[src/swarq_pkg.sv]
// ----------------------------------------------------------------------------
// swarq_pkg
// Shared types, codes and constants of the stop-and-wait ARQ sender.
// ----------------------------------------------------------------------------
package swarq_pkg;

  // field widths
  localparam int SEQ_BITS   = 32;
  localparam int MSG_W      = 32;
  localparam int FUNC_W     = 2;
  localparam int KIND_W     = 8;
  localparam int EVT_W      = 2;
  localparam int ATT_W      = 3;
  localparam int WAIT_W     = 23;
  localparam int BASE_W     = 16;
  localparam int RETRY_W    = 4;
  localparam int CFG_IDX_W  = 1;
  localparam int CFG_DATA_W = 16;

  // item kinds
  localparam logic [FUNC_W-1:0] FUNC_NEW   = 2'd0;
  localparam logic [FUNC_W-1:0] FUNC_REPLY = 2'd1;
  localparam logic [FUNC_W-1:0] FUNC_TICK  = 2'd2;

  // result codes
  localparam logic [EVT_W-1:0] EV_TX        = 2'd0;
  localparam logic [EVT_W-1:0] EV_DELIVERED = 2'd1;
  localparam logic [EVT_W-1:0] EV_FAILED    = 2'd2;
  localparam logic [EVT_W-1:0] EV_REJECTED  = 2'd3;

  // reply kind that acknowledges
  localparam logic [KIND_W-1:0] KIND_ACK = 8'd1;

  // attempt limit saturation
  localparam logic [RETRY_W-1:0] TRY_CAP = 4'd8;
  localparam logic [RETRY_W-1:0] TRY_MIN = 4'd1;

  // register indexes and reset values
  localparam logic [CFG_IDX_W-1:0] CFG_BASE_TIMEOUT = 1'd0;
  localparam logic [CFG_IDX_W-1:0] CFG_MAX_RETRIES  = 1'd1;
  localparam logic [BASE_W-1:0]    BASE_RESET       = 16'd500;
  localparam logic [RETRY_W-1:0]   RETRY_RESET      = 4'd5;

  typedef struct packed {
    logic [FUNC_W-1:0] func;
    logic [MSG_W-1:0]  msg_seq;
    logic [KIND_W-1:0] reply_kind;
    logic [MSG_W-1:0]  reply_seq;
  } item_t;

  typedef struct packed {
    logic [EVT_W-1:0]  event_res;
    logic [MSG_W-1:0]  event_seq;
    logic [ATT_W-1:0]  attempt;
    logic [WAIT_W-1:0] wait_ticks;
  } res_t;

  typedef struct packed {
    logic                busy;
    logic [SEQ_BITS-1:0] pending_seq;
    logic [ATT_W-1:0]    attempt_count;
    logic [WAIT_W-1:0]   timer;
  } state_t;

  typedef struct packed {
    logic [BASE_W-1:0]  base_timeout_ticks;
    logic [RETRY_W-1:0] try_limit;
  } cfg_t;

  // timeout for an attempt: base shifted left by the attempt number
  function automatic logic [WAIT_W-1:0] attempt_wait(input logic [BASE_W-1:0] base,
                                                     input logic [ATT_W-1:0] att);
    logic [WAIT_W-1:0] w;
    w = WAIT_W'(base) << att;
    return w;
  endfunction

endpackage

[src/swarq_in_if.sv]
// ----------------------------------------------------------------------------
// swarq_in_if
// Input channel: one word per event (new message, reply or timer tick).
// ----------------------------------------------------------------------------
interface swarq_in_if;
  import swarq_pkg::*;

  logic              valid;
  logic              ready;
  logic [FUNC_W-1:0] func;
  logic [MSG_W-1:0]  msg_seq;
  logic [KIND_W-1:0] reply_kind;
  logic [MSG_W-1:0]  reply_seq;

  modport source (output valid, func, msg_seq, reply_kind, reply_seq, input ready);
  modport sink   (input valid, func, msg_seq, reply_kind, reply_seq, output ready);
endinterface

[src/swarq_out_if.sv]
// ----------------------------------------------------------------------------
// swarq_out_if
// Output channel: one word per sender event (transmit, delivered, failed,
// rejected).
// ----------------------------------------------------------------------------
interface swarq_out_if;
  import swarq_pkg::*;

  logic              valid;
  logic              ready;
  logic [EVT_W-1:0]  event_res;
  logic [MSG_W-1:0]  event_seq;
  logic [ATT_W-1:0]  attempt;
  logic [WAIT_W-1:0] wait_ticks;

  modport source (output valid, event_res, event_seq, attempt, wait_ticks, input ready);
  modport sink   (input valid, event_res, event_seq, attempt, wait_ticks, output ready);
endinterface

[src/swarq_step.sv]
// ----------------------------------------------------------------------------
// swarq_step
// Per-word decision logic: next sender state and the optional result word.
// ----------------------------------------------------------------------------
module swarq_step import swarq_pkg::*; (
  input  item_t  item,
  input  state_t cur,
  input  cfg_t   cfg,
  output state_t nxt,
  output res_t   res,
  output logic   has_res
);

  logic [RETRY_W-1:0] limit;
  logic [RETRY_W-1:0] next_att;
  logic               last_try;
  logic               ack_match;
  logic               over;

  // effective attempt limit, saturated to one..eight
  always_comb begin
    if (cfg.try_limit == '0) begin
      limit = TRY_MIN;
    end else if (cfg.try_limit > TRY_CAP) begin
      limit = TRY_CAP;
    end else begin
      limit = cfg.try_limit;
    end
  end

  assign next_att  = RETRY_W'(cur.attempt_count) + RETRY_W'(1);
  assign last_try  = (next_att >= limit);
  assign ack_match = (item.reply_kind == KIND_ACK) &&
                     (item.reply_seq[SEQ_BITS-1:0] == cur.pending_seq);

  // event handling
  always_comb begin
    nxt     = cur;
    res     = '0;
    has_res = 1'b0;
    over    = 1'b0;
    case (item.func)
      FUNC_NEW: begin
        has_res = 1'b1;
        if (cur.busy) begin
          res.event_res = EV_REJECTED;
          res.event_seq = MSG_W'(item.msg_seq[SEQ_BITS-1:0]);
        end else begin
          nxt.busy          = 1'b1;
          nxt.pending_seq   = item.msg_seq[SEQ_BITS-1:0];
          nxt.attempt_count = '0;
          nxt.timer         = attempt_wait(cfg.base_timeout_ticks, '0);
          res.event_res     = EV_TX;
          res.event_seq     = MSG_W'(item.msg_seq[SEQ_BITS-1:0]);
          res.wait_ticks    = nxt.timer;
        end
      end
      FUNC_REPLY: begin
        if (cur.busy) begin
          if (ack_match) begin
            nxt.busy      = 1'b0;
            nxt.timer     = '0;
            has_res       = 1'b1;
            res.event_res = EV_DELIVERED;
            res.event_seq = MSG_W'(cur.pending_seq);
            res.attempt   = cur.attempt_count;
          end else begin
            over = 1'b1;
          end
        end
      end
      FUNC_TICK: begin
        if (cur.busy) begin
          if (cur.timer <= WAIT_W'(1)) begin
            over = 1'b1;
          end else begin
            nxt.timer = cur.timer - WAIT_W'(1);
          end
        end
      end
      default: begin
      end
    endcase

    // attempt ended: retransmit or give up
    if (over) begin
      has_res       = 1'b1;
      res.event_seq = MSG_W'(cur.pending_seq);
      if (last_try) begin
        nxt.busy      = 1'b0;
        nxt.timer     = '0;
        res.event_res = EV_FAILED;
        res.attempt   = cur.attempt_count;
      end else begin
        nxt.attempt_count = next_att[ATT_W-1:0];
        nxt.timer         = attempt_wait(cfg.base_timeout_ticks, next_att[ATT_W-1:0]);
        res.event_res     = EV_TX;
        res.attempt       = next_att[ATT_W-1:0];
        res.wait_ticks    = nxt.timer;
      end
    end
  end

endmodule

[src/stop_wait_arq_sender.sv]
// ----------------------------------------------------------------------------
// stop_wait_arq_sender
// Sender side of a stop-and-wait ARQ with exponential retransmit backoff.
// ----------------------------------------------------------------------------
// Usage:
//   req carries one word per event: a new message to send, a reply seen on
//   the link, or a timer tick. rsp carries the sender's events: transmit
//   command (with attempt number and loaded timeout), delivered, failed
//   after the retry limit, or rejected because a transfer is in progress.
//   Ticks and replies while idle produce no word.
//   cfg_we / cfg_index / cfg_data write base_timeout_ticks (index 0) and
//   the attempt limit (index 1); write them only while the sender is idle.
// Timing:
//   a word accepted on req is held in the input register; its result is
//   then registered in the output register, which drives rsp.valid. One
//   word per cycle is sustained while rsp is not stalled: the input register
//   and the output register each advance every cycle.
// Reset:
//   rst (synchronous) empties both registers, returns the sender to idle and
//   loads the registers with 500 ticks and 5 attempts.
// Stall:
//   while rsp is held, the output register keeps its word; the input
//   register still drains words that give no result, and req.ready drops
//   only once a word that needs the output register is waiting.
// ----------------------------------------------------------------------------
module stop_wait_arq_sender import swarq_pkg::*; (
  input  logic                  clk,
  input  logic                  rst,
  input  logic                  cfg_we,
  input  logic [CFG_IDX_W-1:0]  cfg_index,
  input  logic [CFG_DATA_W-1:0] cfg_data,
  swarq_in_if.sink              req,
  swarq_out_if.source           rsp
);

  cfg_t   cfg;
  state_t st;
  state_t st_next;
  logic   stg_valid;
  item_t  stg_item;
  logic   out_valid;
  res_t   out_word;
  res_t   res;
  logic   has_res;
  logic   out_free;
  logic   advance;
  logic   take;

  // decision logic
  swarq_step u_step (
    .item    (stg_item),
    .cur     (st),
    .cfg     (cfg),
    .nxt     (st_next),
    .res     (res),
    .has_res (has_res)
  );

  // handshake
  assign out_free  = !out_valid || rsp.ready;
  assign advance   = stg_valid && (!has_res || out_free);
  assign req.ready = !stg_valid || advance;
  assign take      = req.valid && req.ready;

  // control state
  always_ff @(posedge clk) begin
    if (rst) begin
      cfg.base_timeout_ticks <= BASE_RESET;
      cfg.try_limit          <= RETRY_RESET;
      st                     <= '0;
      stg_valid              <= 1'b0;
      out_valid              <= 1'b0;
    end else begin
      if (cfg_we) begin
        case (cfg_index)
          CFG_BASE_TIMEOUT: cfg.base_timeout_ticks <= cfg_data[BASE_W-1:0];
          CFG_MAX_RETRIES:  cfg.try_limit          <= cfg_data[RETRY_W-1:0];
          default: begin
          end
        endcase
      end
      if (take) begin
        stg_valid <= 1'b1;
      end else if (advance) begin
        stg_valid <= 1'b0;
      end
      if (advance) begin
        st <= st_next;
      end
      if (advance && has_res) begin
        out_valid <= 1'b1;
      end else if (rsp.ready) begin
        out_valid <= 1'b0;
      end
    end
  end

  // payload registers
  always_ff @(posedge clk) begin
    if (take) begin
      stg_item.func       <= req.func;
      stg_item.msg_seq    <= req.msg_seq;
      stg_item.reply_kind <= req.reply_kind;
      stg_item.reply_seq  <= req.reply_seq;
    end
    if (advance && has_res) begin
      out_word <= res;
    end
  end

  // output channel
  assign rsp.valid      = out_valid;
  assign rsp.event_res  = out_word.event_res;
  assign rsp.event_seq  = out_word.event_seq;
  assign rsp.attempt    = out_word.attempt;
  assign rsp.wait_ticks = out_word.wait_ticks;

endmodule

[src/flat_wrapper.sv]
// flat-port wrapper written by rule: the top's interface ports become plain ports
module stop_wait_arq_sender_flat import swarq_pkg::*;
  (clk, rst, cfg_we, cfg_index, cfg_data, req_valid, req_func, req_msg_seq, req_reply_kind, req_reply_seq, req_ready, rsp_valid, rsp_event_res, rsp_event_seq, rsp_attempt, rsp_wait_ticks, rsp_ready);
  swarq_in_if req_i ();
  swarq_out_if rsp_i ();
  input  logic clk;
  input  logic rst;
  input  logic cfg_we;
  input  logic [CFG_IDX_W-1:0] cfg_index;
  input  logic [CFG_DATA_W-1:0] cfg_data;
  input wire logic [$bits(req_i.valid)-1:0] req_valid;
  input wire logic [$bits(req_i.func)-1:0] req_func;
  input wire logic [$bits(req_i.msg_seq)-1:0] req_msg_seq;
  input wire logic [$bits(req_i.reply_kind)-1:0] req_reply_kind;
  input wire logic [$bits(req_i.reply_seq)-1:0] req_reply_seq;
  output wire logic [$bits(req_i.ready)-1:0] req_ready;
  output wire logic [$bits(rsp_i.valid)-1:0] rsp_valid;
  output wire logic [$bits(rsp_i.event_res)-1:0] rsp_event_res;
  output wire logic [$bits(rsp_i.event_seq)-1:0] rsp_event_seq;
  output wire logic [$bits(rsp_i.attempt)-1:0] rsp_attempt;
  output wire logic [$bits(rsp_i.wait_ticks)-1:0] rsp_wait_ticks;
  input wire logic [$bits(rsp_i.ready)-1:0] rsp_ready;
  assign req_i.valid = req_valid;
  assign req_i.func = req_func;
  assign req_i.msg_seq = req_msg_seq;
  assign req_i.reply_kind = req_reply_kind;
  assign req_i.reply_seq = req_reply_seq;
  assign req_ready = req_i.ready;
  assign rsp_valid = rsp_i.valid;
  assign rsp_event_res = rsp_i.event_res;
  assign rsp_event_seq = rsp_i.event_seq;
  assign rsp_attempt = rsp_i.attempt;
  assign rsp_wait_ticks = rsp_i.wait_ticks;
  assign rsp_i.ready = rsp_ready;
  stop_wait_arq_sender u_core (.clk(clk), .rst(rst), .cfg_we(cfg_we), .cfg_index(cfg_index), .cfg_data(cfg_data), .req(req_i), .rsp(rsp_i));
endmodule
[config.mk]
export PLATFORM = sky130hd
export DESIGN_NAME = stop_wait_arq_sender_flat
export DESIGN_NICKNAME = d
export VERILOG_FILES = /design/src/swarq_pkg.sv /design/src/swarq_in_if.sv /design/src/swarq_out_if.sv /design/src/swarq_step.sv /design/src/stop_wait_arq_sender.sv /design/src/flat_wrapper.sv
export SDC_FILE = /design/constraint.sdc
export NUM_CORES = 1
export LEC_CHECK = 0
export ABC_AREA = 1
export BUFFER_PORTS_ARGS = -buffer_cell sky130_fd_sc_hd__buf_4
export CAP_MARGIN = 20
export CORE_UTILIZATION = 52
export CTS_CLUSTER_SIZE = 28
export DETAILED_ROUTE_END_ITERATION = 16
export GPL_ROUTABILITY_DRIVEN = 0
export PLACE_DENSITY = 0.82
export SLEW_MARGIN = 10
export SYNTH_ARGS = -nofsm -noshare
export SYNTH_HDL_FRONTEND = slang
export SYNTH_SLANG_ARGS = --single-unit
[constraint.sdc]
create_clock -name clk -period 3.5 [get_ports clk]
set_input_delay 0.175 -clock clk [delete_from_list [all_inputs] [get_ports clk]]
set_output_delay 0.175 -clock clk [all_outputs]
set_load 0.05 [all_outputs]
==> results.rst, run 1 <==
.. list-table::
   :header-rows: 1

   * - Metric
     - Value
   * - Largest family of logic cells by synthesized area
     - simple AND/OR/NAND/NOR gates
   * - Wire length of the first global-routing pass
     - between 40000 and 50000 um
   * - Number of fill cells
     - ~1400
   * - Starting density of the core
     - 53.5%
   * - Hold/Removal Path Class
     - in -> reg
   * - Internal power of the cells
     - 4.90 mW
   * - Minimum hold slack
     - about 0.024 ns
   * - Root cell of the clock tree
     - sky130_fd_sc_hd__clkbuf_16
   * - Max Clk Rate
     - about 0.31 GHz
   * - Most used DFF post-synth
     - sky130_fd_sc_hd__edfxtp_1
   * - Area overhead of the layout relative to synthesis
     - 30.8%
   * - Drt drc
     - 0
   * - Aggregate global-route resource usage
     - between 20 and 30%
   * - Number of enable-type register cells in the synthesized netlist
     - ~130
   * - Max-cap violations
     - 0
   * - Number of input and output port buffers inserted
     - 157
   * - Fin nets
     - 1618
   * - Gate Count Post-Synth
     - 1277
   * - Critical path buffers and inverters
     - 3
   * - Die boundary height
     - about 140 um
   * - First DRT Iteration DRCs
     - ~830
   * - Yosys warning total
     - 0
   * - Most instantiated library cell after synthesis
     - sky130_fd_sc_hd__nand2_1
   * - Placed Instance Area
     - between 0.01 and 0.015 mm^2
   * - Worst slew slack as a fraction of its limit
     - between 30% and 40%
   * - Run status
     - complete, no violations
   * - Final instance area
     - approximately 0.014 mm^2
   * - Cell types with the highest counts after synthesis
     - sky130_fd_sc_hd__nand2_1 (339), sky130_fd_sc_hd__nor2_1 (202), sky130_fd_sc_hd__edfxtp_1 (134)
   * - Placed Cells
     - 1658
   * - Top area cells in the synthesized netlist
     - sky130_fd_sc_hd__edfxtp_1 (38%), sky130_fd_sc_hd__dfxtp_1 (15%), sky130_fd_sc_hd__nand2_1 (12%)
   * - Number of routed nets with antenna violations
     - 0
   * - TritonCTS Buffers
     - 23
   * - Cell accounting for the most synthesized area
     - sky130_fd_sc_hd__edfxtp_1
   * - Setup violation total in the final timing report
     - 0
   * - Number of vias after detailed routing
     - between 9000 and 10000
   * - Setup skew after layout
     - ~0.027 ns
   * - Final count of hold timing violations
     - 0
   * - Transition time at the pin with the least slew margin
     - 1.04 ns
   * - Post-route non-filler standard cell count
     - approximately 1800
   * - Worst Path Class, Setup
     - reg -> reg
   * - Die area
     - 0.0208 mm^2
   * - Critical-path maximum fanout
     - 27
   * - Final routed wire length divided by cell count
     - approximately 17 um
   * - Part of the Yosys area used for sequential elements
     - 53.7%
   * - Via count of the first global-routing pass
     - between 9000 and 10000
   * - Cell variety after synth
     - 39
   * - Fraction of synthesized cell area taken by the top area cell type
     - a little under two fifths
   * - Leakage power of the design
     - between 6 and 7 nW
   * - Stage delay of the slowest cell on the critical path
     - 0.43 ns
   * - TritonCTS clock tree
     - done
   * - Antenna violations before repair
     - 0
   * - Total Neg Setup Slack
     - 0 ns
   * - Routed vias/inst
     - between 5 and 6
   * - Cells along the critical path
     - inv_1 -> nand2_1 -> nand2_1 -> nand2_1 -> nor2_1 -> nand2_1 -> nor2_1 -> nand3_1 -> nand2_1 -> nand2_4 -> nand2_2 -> nand2_1 -> a21oi_1 -> nand2_1 -> inv_2 -> buf_12
   * - Total count of max-transition violations in the final report
     - 0
   * - Slowest cell on crit path
     - sky130_fd_sc_hd__edfxtp_1
   * - Die X-Extent
     - ~140 um
   * - Arrival time of the worst setup path
     - 3.42 ns
   * - Number of top-level pins
     - about 160
   * - Req. time, crit path
     - 3.72 ns
   * - Detailed Route WL
     - slightly above 30000 um
   * - Post-CTS Resized
     - 0
   * - Crit end category
     - flop
   * - Number of diodes added for antenna fixing
     - 0
   * - Synth Area in Compound Gates
     - 7.13%
   * - Placeable core region
     - approximately 0.02 mm^2
   * - # rows
     - between 50 and 60
   * - Shortest clock period the worst path allows after layout
     - 3.20 ns
   * - Number of synthesized register bits
     - 215
   * - Post-synthesis mux area share
     - less than 1%
   * - Xor/xnor cell area share of the yosys netlist
     - under 10%
   * - Cell with the most instances on the worst path
     - sky130_fd_sc_hd__nand2_1
   * - Adder-Cell Fraction of Synth Area
     - 1.43%
   * - Net switching component of the power
     - 1.68 mW
   * - Combined area of all synthesized cells
     - roughly 0.011 mm^2
   * - Insertion delay of the later-clocked pin in the worst-skew pair
     - around 0.54 ns
   * - Number of H-tree levels
     - 1
   * - Clock buffer depth
     - 3
   * - Overflow left after global routing
     - 0
   * - Logic gate share of total power
     - between 10% and 20%
   * - Category of cells accounting for the largest share of critical-path delay
     - simple AND/OR/NAND/NOR gates
   * - Clock group share of total power
     - 42.3%
   * - Switching power share of the total
     - about a quarter
   * - Layout cells sized above 1
     - ~16%
   * - Fraction of synthesis flops using an asynchronous set or reset pin
     - 0%
   * - Simple-gate area share of the yosys netlist
     - roughly 28%
   * - Share of total power in sequential cells
     - between 40% and 50%
   * - Mean post-synth cell area
     - approximately 8.2 um^2
   * - Clock transition at the registers of the reported paths
     - approximately 0.070 ns
   * - Dpl hpwl
     - about 18000 um
   * - Kind of start point of the critical path
     - flop
   * - Number of clock sinks
     - approximately 220
   * - RSZ-0062 raised after global routing
     - false
   * - Largest voltage drop on the vdd net
     - between 0.4 and 0.5 mV
   * - Ratio of total power to cell area
     - roughly 480 mW/mm^2
   * - Tcrit/Tclk final
     - between 90% and 100%
   * - Maximum number of pins on one net before global-route repair
     - 65
   * - Drt first pass iters
     - 6
   * - Synthesized Nets
     - around 1400
[power groups by stage]
stage	registers (mW)	clock network, mW	logic (mW)
after floorplan	2.96	0	0.512
after global placement	2.94	0	0.770
after detailed placement	2.94	0	0.783
after CTS	2.89	2.77	0.876
after global routing	2.90	2.88	0.992
final	2.90	2.79	0.902
[routing by layer]
metal	part of all wire, %	routed length (um)	vias to the layer above	GRT usage, %
met4	3.7	1110	0	12.0
met1	38	11300	4587	35.9
met5	0	0	-	0
met2	50	15000	552	51.7
met3	9.1	2750	99	5.26
li1	-	-	4609	-
[worst reg2reg max path, cell delays in order (launching register included)]
cell,delay [ns]
sky130_fd_sc_hd__edfxtp_1,0.43
sky130_fd_sc_hd__inv_1,0.08
sky130_fd_sc_hd__nand2_1,0.07
sky130_fd_sc_hd__nand2_1,0.08
sky130_fd_sc_hd__nand2_1,0.06
sky130_fd_sc_hd__nor2_1,0.12
sky130_fd_sc_hd__nand2_1,0.08
sky130_fd_sc_hd__nor2_1,0.17
sky130_fd_sc_hd__nand3_1,0.21
sky130_fd_sc_hd__nand2_1,0.24
sky130_fd_sc_hd__nand2_4,0.15
sky130_fd_sc_hd__nand2_2,0.11
sky130_fd_sc_hd__nand2_1,0.14
sky130_fd_sc_hd__a21oi_1,0.20
sky130_fd_sc_hd__nand2_1,0.09
sky130_fd_sc_hd__inv_2,0.37
sky130_fd_sc_hd__buf_12,0.25
[through the flow]
| step | util (%) | power, mW | setup slack, ns |
|---|---|---|---|
| 3_5_place_dp | 60.8 | 3.72 | 0.504 |
| 6_report | 69.9 | 6.59 | 0.296 |
| 5_1_grt | 69.9 | 6.78 | 0.0828 |
| 3_3_place_gp | 60.8 | 3.71 | 0.582 |
| 2_1_floorplan | - | 3.47 | 0.0419 |
| 4_1_cts | 69.9 | 6.53 | 0.469 |
[logic make-up after synthesis]
logic type               Yosys count
XOR/XNOR                          37
AO/OA/AOI/OAI                    137
buffers and inverters            178
multiplexers                       3
AND/OR/NAND/NOR                  695
flip-flops                       215
adder cells (fa/ha/maj)           12
[final cells by class]
class                           count  area (um^2)  share of cell area (%)
Inverter                          118          447                    3.25
Sequential cell                   215         5650                    41.1
Clock inverter                     14          239                    1.74
Clock buffer                       28          628                    4.57
Tap cell                          265          332                    2.41
Timing Repair Buffer              268         2280                    16.6
Multi-Input combinational cell    884         4180                    30.4
[layout by cell type, fill, tap and decap left out, types with 4 or more instances in the layout]
cell                            Yosys  layout
sky130_fd_sc_hd__o21a_1            10      10
sky130_fd_sc_hd__clkinv_1           4       8
sky130_fd_sc_hd__bufinv_16          0       6
sky130_fd_sc_hd__o21ai_0           90      90
sky130_fd_sc_hd__clkbuf_16          0      23
sky130_fd_sc_hd__o31ai_1            4       4
sky130_fd_sc_hd__o211ai_1           4       4
sky130_fd_sc_hd__edfxtp_1         134     134
sky130_fd_sc_hd__nand4_1           10      10
sky130_fd_sc_hd__xor2_1            12      12
sky130_fd_sc_hd__dfxtp_1           81      81
sky130_fd_sc_hd__inv_1            107     104
sky130_fd_sc_hd__a21oi_1           25      24
sky130_fd_sc_hd__nor3_1             8       8
sky130_fd_sc_hd__dlygate4sd3_1      0      92
sky130_fd_sc_hd__nor2_1           202     201
sky130_fd_sc_hd__nand2_1          339     339
sky130_fd_sc_hd__nand3_1          112     111
sky130_fd_sc_hd__ha_1              12      11
sky130_fd_sc_hd__nor2_4             4       4
sky130_fd_sc_hd__xnor2_1           25      25
sky130_fd_sc_hd__inv_2              7       9
sky130_fd_sc_hd__buf_4              0     173
[what timing repair did]
action | CTS | global route
hold buffers | 92 | 0
buffers inserted | 0 | 0
endpoints found under the hold margin | 97 | 0
[state kept, by name (all words and copies together), names as in the netlist]
register,cells
u_core.stg_valid,1
u_core.rsp.valid,1
u_core.rsp.event_seq,32
u_core.rsp.wait_ticks,23
u_core.stg_item,74
u_core.cfg,20
u_core.rsp.attempt,3
u_core.rsp.event_res,2
u_core.st,59
[path summary, 6_finish.rpt]
path	from	end	slack (ns)	depth (start not counted)
max reg2reg	u_core.stg_item[31]	u_core.rsp.wait_ticks[20]	0.30	16
max	u_core.stg_item[31]	u_core.rsp.wait_ticks[20]	0.30	16
min	rsp_ready	u_core.stg_valid	0.02	4
min reg2reg	u_core.cfg[1]	u_core.cfg[1]	0.47	2
(Power assumes the default switching activity.)
==> inputs of run 2 (changes only) <==
--- a/config.mk
+++ b/config.mk
@@ -8,7 +8,9 @@
 export ABC_AREA = 1
 export BUFFER_PORTS_ARGS = -buffer_cell sky130_fd_sc_hd__buf_4
 export CAP_MARGIN = 20
-export CORE_UTILIZATION = 52
+export CELL_PAD_IN_SITES_DETAIL_PLACEMENT = 2
+export CELL_PAD_IN_SITES_GLOBAL_PLACEMENT = 2
+export CORE_UTILIZATION = 31
 export CTS_CLUSTER_SIZE = 28
 export DETAILED_ROUTE_END_ITERATION = 16
 export GPL_ROUTABILITY_DRIVEN = 0
==> results.rst, run 2 (synthesis gave the netlist of run 1 again) <==
.. list-table::
   :header-rows: 1

   * - Metric
     - Value
   * - Run status
     - complete, no violations
   * - Crit end category
     - flop
   * - Die X-Extent
     - 186 um (+29%)
   * - Shortest clock period the worst path allows after layout
     - 3.20 ns (-0.00383 ns)
   * - Die boundary height
     - 186 um (+29%)
   * - Register-to-Register Path Depth
     - 14 (-2)
   * - Dpl hpwl
     - 25500 um (+46%)
   * - Drt drc
     - 0 (unchanged)
   * - Number of top-level pins
     - 158 (unchanged)
   * - # rows
     - 67 (+31%)
   * - Tcrit/Tclk final
     - 91.4% (-0.11 points)
   * - Final count of hold timing violations
     - 0 (unchanged)
   * - Die area
     - 0.0347 mm^2 (+67%)
   * - Most frequent standard cell in the layout excluding fill and tap cells
     - sky130_fd_sc_hd__nand2_1
   * - Post-route non-filler standard cell count
     - 1987 (+11%)
   * - Total count of max-transition violations in the final report
     - 0 (unchanged)
   * - Number of vias after detailed routing
     - 9921 (+0.75%)
   * - Slack of the critical path
     - 0.300 ns (+0.00383 ns)
   * - Register-to-register path setup slack
     - 0.30 ns (about the same)
   * - Placed Cells
     - 1846 (+11%)
   * - Setup violation total in the final timing report
     - 0 (unchanged)
   * - Worst slew slack as a fraction of its limit
     - 55.5% (+25 points)
   * - Starting density of the core
     - 31.4% (-22 points)
   * - Setup skew after layout
     - 0.0261 ns (-0.000595 ns)
   * - Worst r2r dst
     - u_core.stg_item[67]
   * - Total Neg Setup Slack
     - 0 ns (unchanged)
   * - Critical-path maximum fanout
     - 18 (-33%)
   * - Number of routed nets with antenna violations
     - 0 (unchanged)
   * - Worst Path Class, Setup
     - reg -> reg
   * - Insertion delay of the later-clocked pin in the worst-skew pair
     - 0.55 ns (about the same)
   * - Drt first pass iters
     - 5 (-1)
   * - Clock transition at the registers of the reported paths
     - 0.06 ns (about the same)
   * - Fin nets
     - 1626 (+0.49%)
   * - FF/Latch Area
     - 0.00565 mm^2 (unchanged)
   * - Beginning of the worst register-to-register path
     - u_core.stg_item[13]
   * - Leakage power of the design
     - 6.25 nW (-0.28%)
   * - Kind of start point of the critical path
     - flop
   * - Placeable core region
     - 0.0334 mm^2 (+70%)
   * - Number of H-tree levels
     - 1 (unchanged)
   * - Worst setup path startpoint
     - u_core.stg_item[13]
   * - Ratio of total power to cell area
     - 461 mW/mm^2 (-3.8%)
   * - RSZ-0062 raised after global routing
     - false
   * - Number of buffers inserted by post-CTS setup repair
     - 0 (unchanged)
   * - Clock buffer depth
     - 3 (unchanged)
   * - Maximum number of pins on one net before global-route repair
     - 54 (-17%)
   * - Register name with the most flops
     - u_core.stg_item
   * - GR Util met3
     - 4.01% (-1.3 points)
   * - Max-cap violations
     - 0 (unchanged)
   * - Hold Crit Start
     - cfg_index
   * - Met1 Resource Use GR
     - 29.5% (-6.4 points)
   * - Root cell of the clock tree
     - sky130_fd_sc_hd__clkbuf_16
   * - Layout cells sized above 1
     - 16.1% (+0.16 points)
   * - Max reg flops
     - 74 (unchanged)
   * - Final routed wire length divided by cell count
     - 21.7 um (+29%)
   * - Total power
     - 6.42 mW (-2.5%)
   * - Largest voltage drop on the vdd net
     - 0.473 mV (+11%)
   * - Via count of the first global-routing pass
     - 11100 (+18%)
   * - First DRT Iteration DRCs
     - 590 (-28%)
   * - Aggregate global-route resource usage
     - 25.3% (-4.2 points)
   * - Max Clk Rate
     - 0.312 GHz (+0.12%)
   * - Pre-CTS setup slack
     - 0.272 ns (-0.232 ns)
   * - Minimum hold slack
     - 0.0826 ns (+0.0590 ns)
   * - Transition time at the pin with the least slew margin
     - 0.667 ns (-0.374 ns)
   * - Number of input and output port buffers inserted
     - 157 (unchanged)
   * - Antenna violations before repair
     - 1 (+1)
   * - Area used by multi-input combinational logic
     - 0.00419 mm^2 (+0.42%)
   * - TritonCTS clock tree
     - done
   * - Overflow left after global routing
     - 0 (unchanged)
   * - Arrival time of the worst setup path
     - 3.41 ns (about the same)
   * - Wire length of the first global-routing pass
     - 65800 um (+38%)
   * - Hold Path Depth
     - 3 (-1)
   * - Number of clock sinks
     - 215 (unchanged)
   * - Endpoint of the most critical setup path
     - u_core.stg_item[67]
   * - Met2 Resource Use GR
     - 46.8% (-5.0 points)
   * - Number of fill cells
     - 3698 (+160%)
   * - Busiest layer in global routing
     - met2
   * - TritonCTS Buffers
     - 25 (+8.7%)
   * - Hold/Removal Path Class
     - in -> reg
   * - Detailed Route WL
     - 43100 um (+43%)
   * - Routed vias/inst
     - 4.99 (-9.1%)
   * - Commonest cells after routing, fill and taps aside
     - sky130_fd_sc_hd__nand2_1 (338), sky130_fd_sc_hd__nor2_1 (201), sky130_fd_sc_hd__buf_4 (178), sky130_fd_sc_hd__edfxtp_1 (134), sky130_fd_sc_hd__nand3_1 (111)
   * - Req. time, crit path
     - 3.71 ns (about the same)
   * - Area overhead of the layout relative to synthesis
     - 32.5%
-- run 2: area by class of cell --
| type | instances | share of cell area (%) |
|---|---|---|
| antenna | 2 | 0.0359 |
| clock inverter | 15 | 0.745 |
| tap | 448 | 4.02 |
| multi-input combinational | 884 | 30.1 |
| clock buffer | 31 | 4.65 |
| sequential | 215 | 40.5 |
| inverter | 118 | 3.22 |
| timing repair buffer | 274 | 16.7 |
-- run 2: through the flow --
stage               area [um^2]  util (%)
finish                    13900      41.6
global route              13900      41.6
CTS                       13900      41.6
detailed placement        12200      36.6
global placement          12200      36.6
floorplan                 10500         -
-- run 2: worst min-delay path by stage --
stage                                endpoint  slack [ns]
after detailed placement  u_core.stg_item[27]        0.35
final                           u_core.cfg[3]        0.08
after CTS                       u_core.cfg[3]        0.06
after floorplan                 u_core.st[23]        0.24
after global placement    u_core.stg_item[52]        0.35
after global routing            u_core.cfg[3]        0.09
-- run 2: critical path, cell delays in order, from the launching register on --
cell and delay (ns):
sky130_fd_sc_hd__edfxtp_1 0.43, sky130_fd_sc_hd__xnor2_1 0.23, sky130_fd_sc_hd__nand2_1 0.09, sky130_fd_sc_hd__nor2_1 0.22, sky130_fd_sc_hd__nand2_1 0.11, sky130_fd_sc_hd__nor2_1 0.12
sky130_fd_sc_hd__nand3_1 0.15, sky130_fd_sc_hd__nand2_2 0.19, sky130_fd_sc_hd__nand2_4 0.15, sky130_fd_sc_hd__nand2_2 0.11, sky130_fd_sc_hd__nand2_1 0.15, sky130_fd_sc_hd__nand3_2 0.12
sky130_fd_sc_hd__nand2_1 0.11, sky130_fd_sc_hd__clkinvlp_4 0.31, sky130_fd_sc_hd__buf_4 0.36
-- run 2: repair_timing --
| action | in CTS | in global routing |
|---|---|---|
| hold buffers | 93 | 0 |
| hold endpoints to repair | 98 | 0 |
| setup endpoints to repair | 0 | 84 |
| resized for setup | 0 | 2 |
-- run 2: routing by layer --
metal  share of wire [%]  routed length, um
met1                  40              17300
met2                  52              22500
met3                 4.4               1890
met4                 3.3               1410
met5                   0                  0
-- run 2: power by group --
group | internal, mW | leakage (nW) | switching [mW]
Sequential | 2.81 | 1.97 | 0.103
Clock | 1.39 | 0.369 | 1.15
Combinational | 0.372 | 3.91 | 0.596
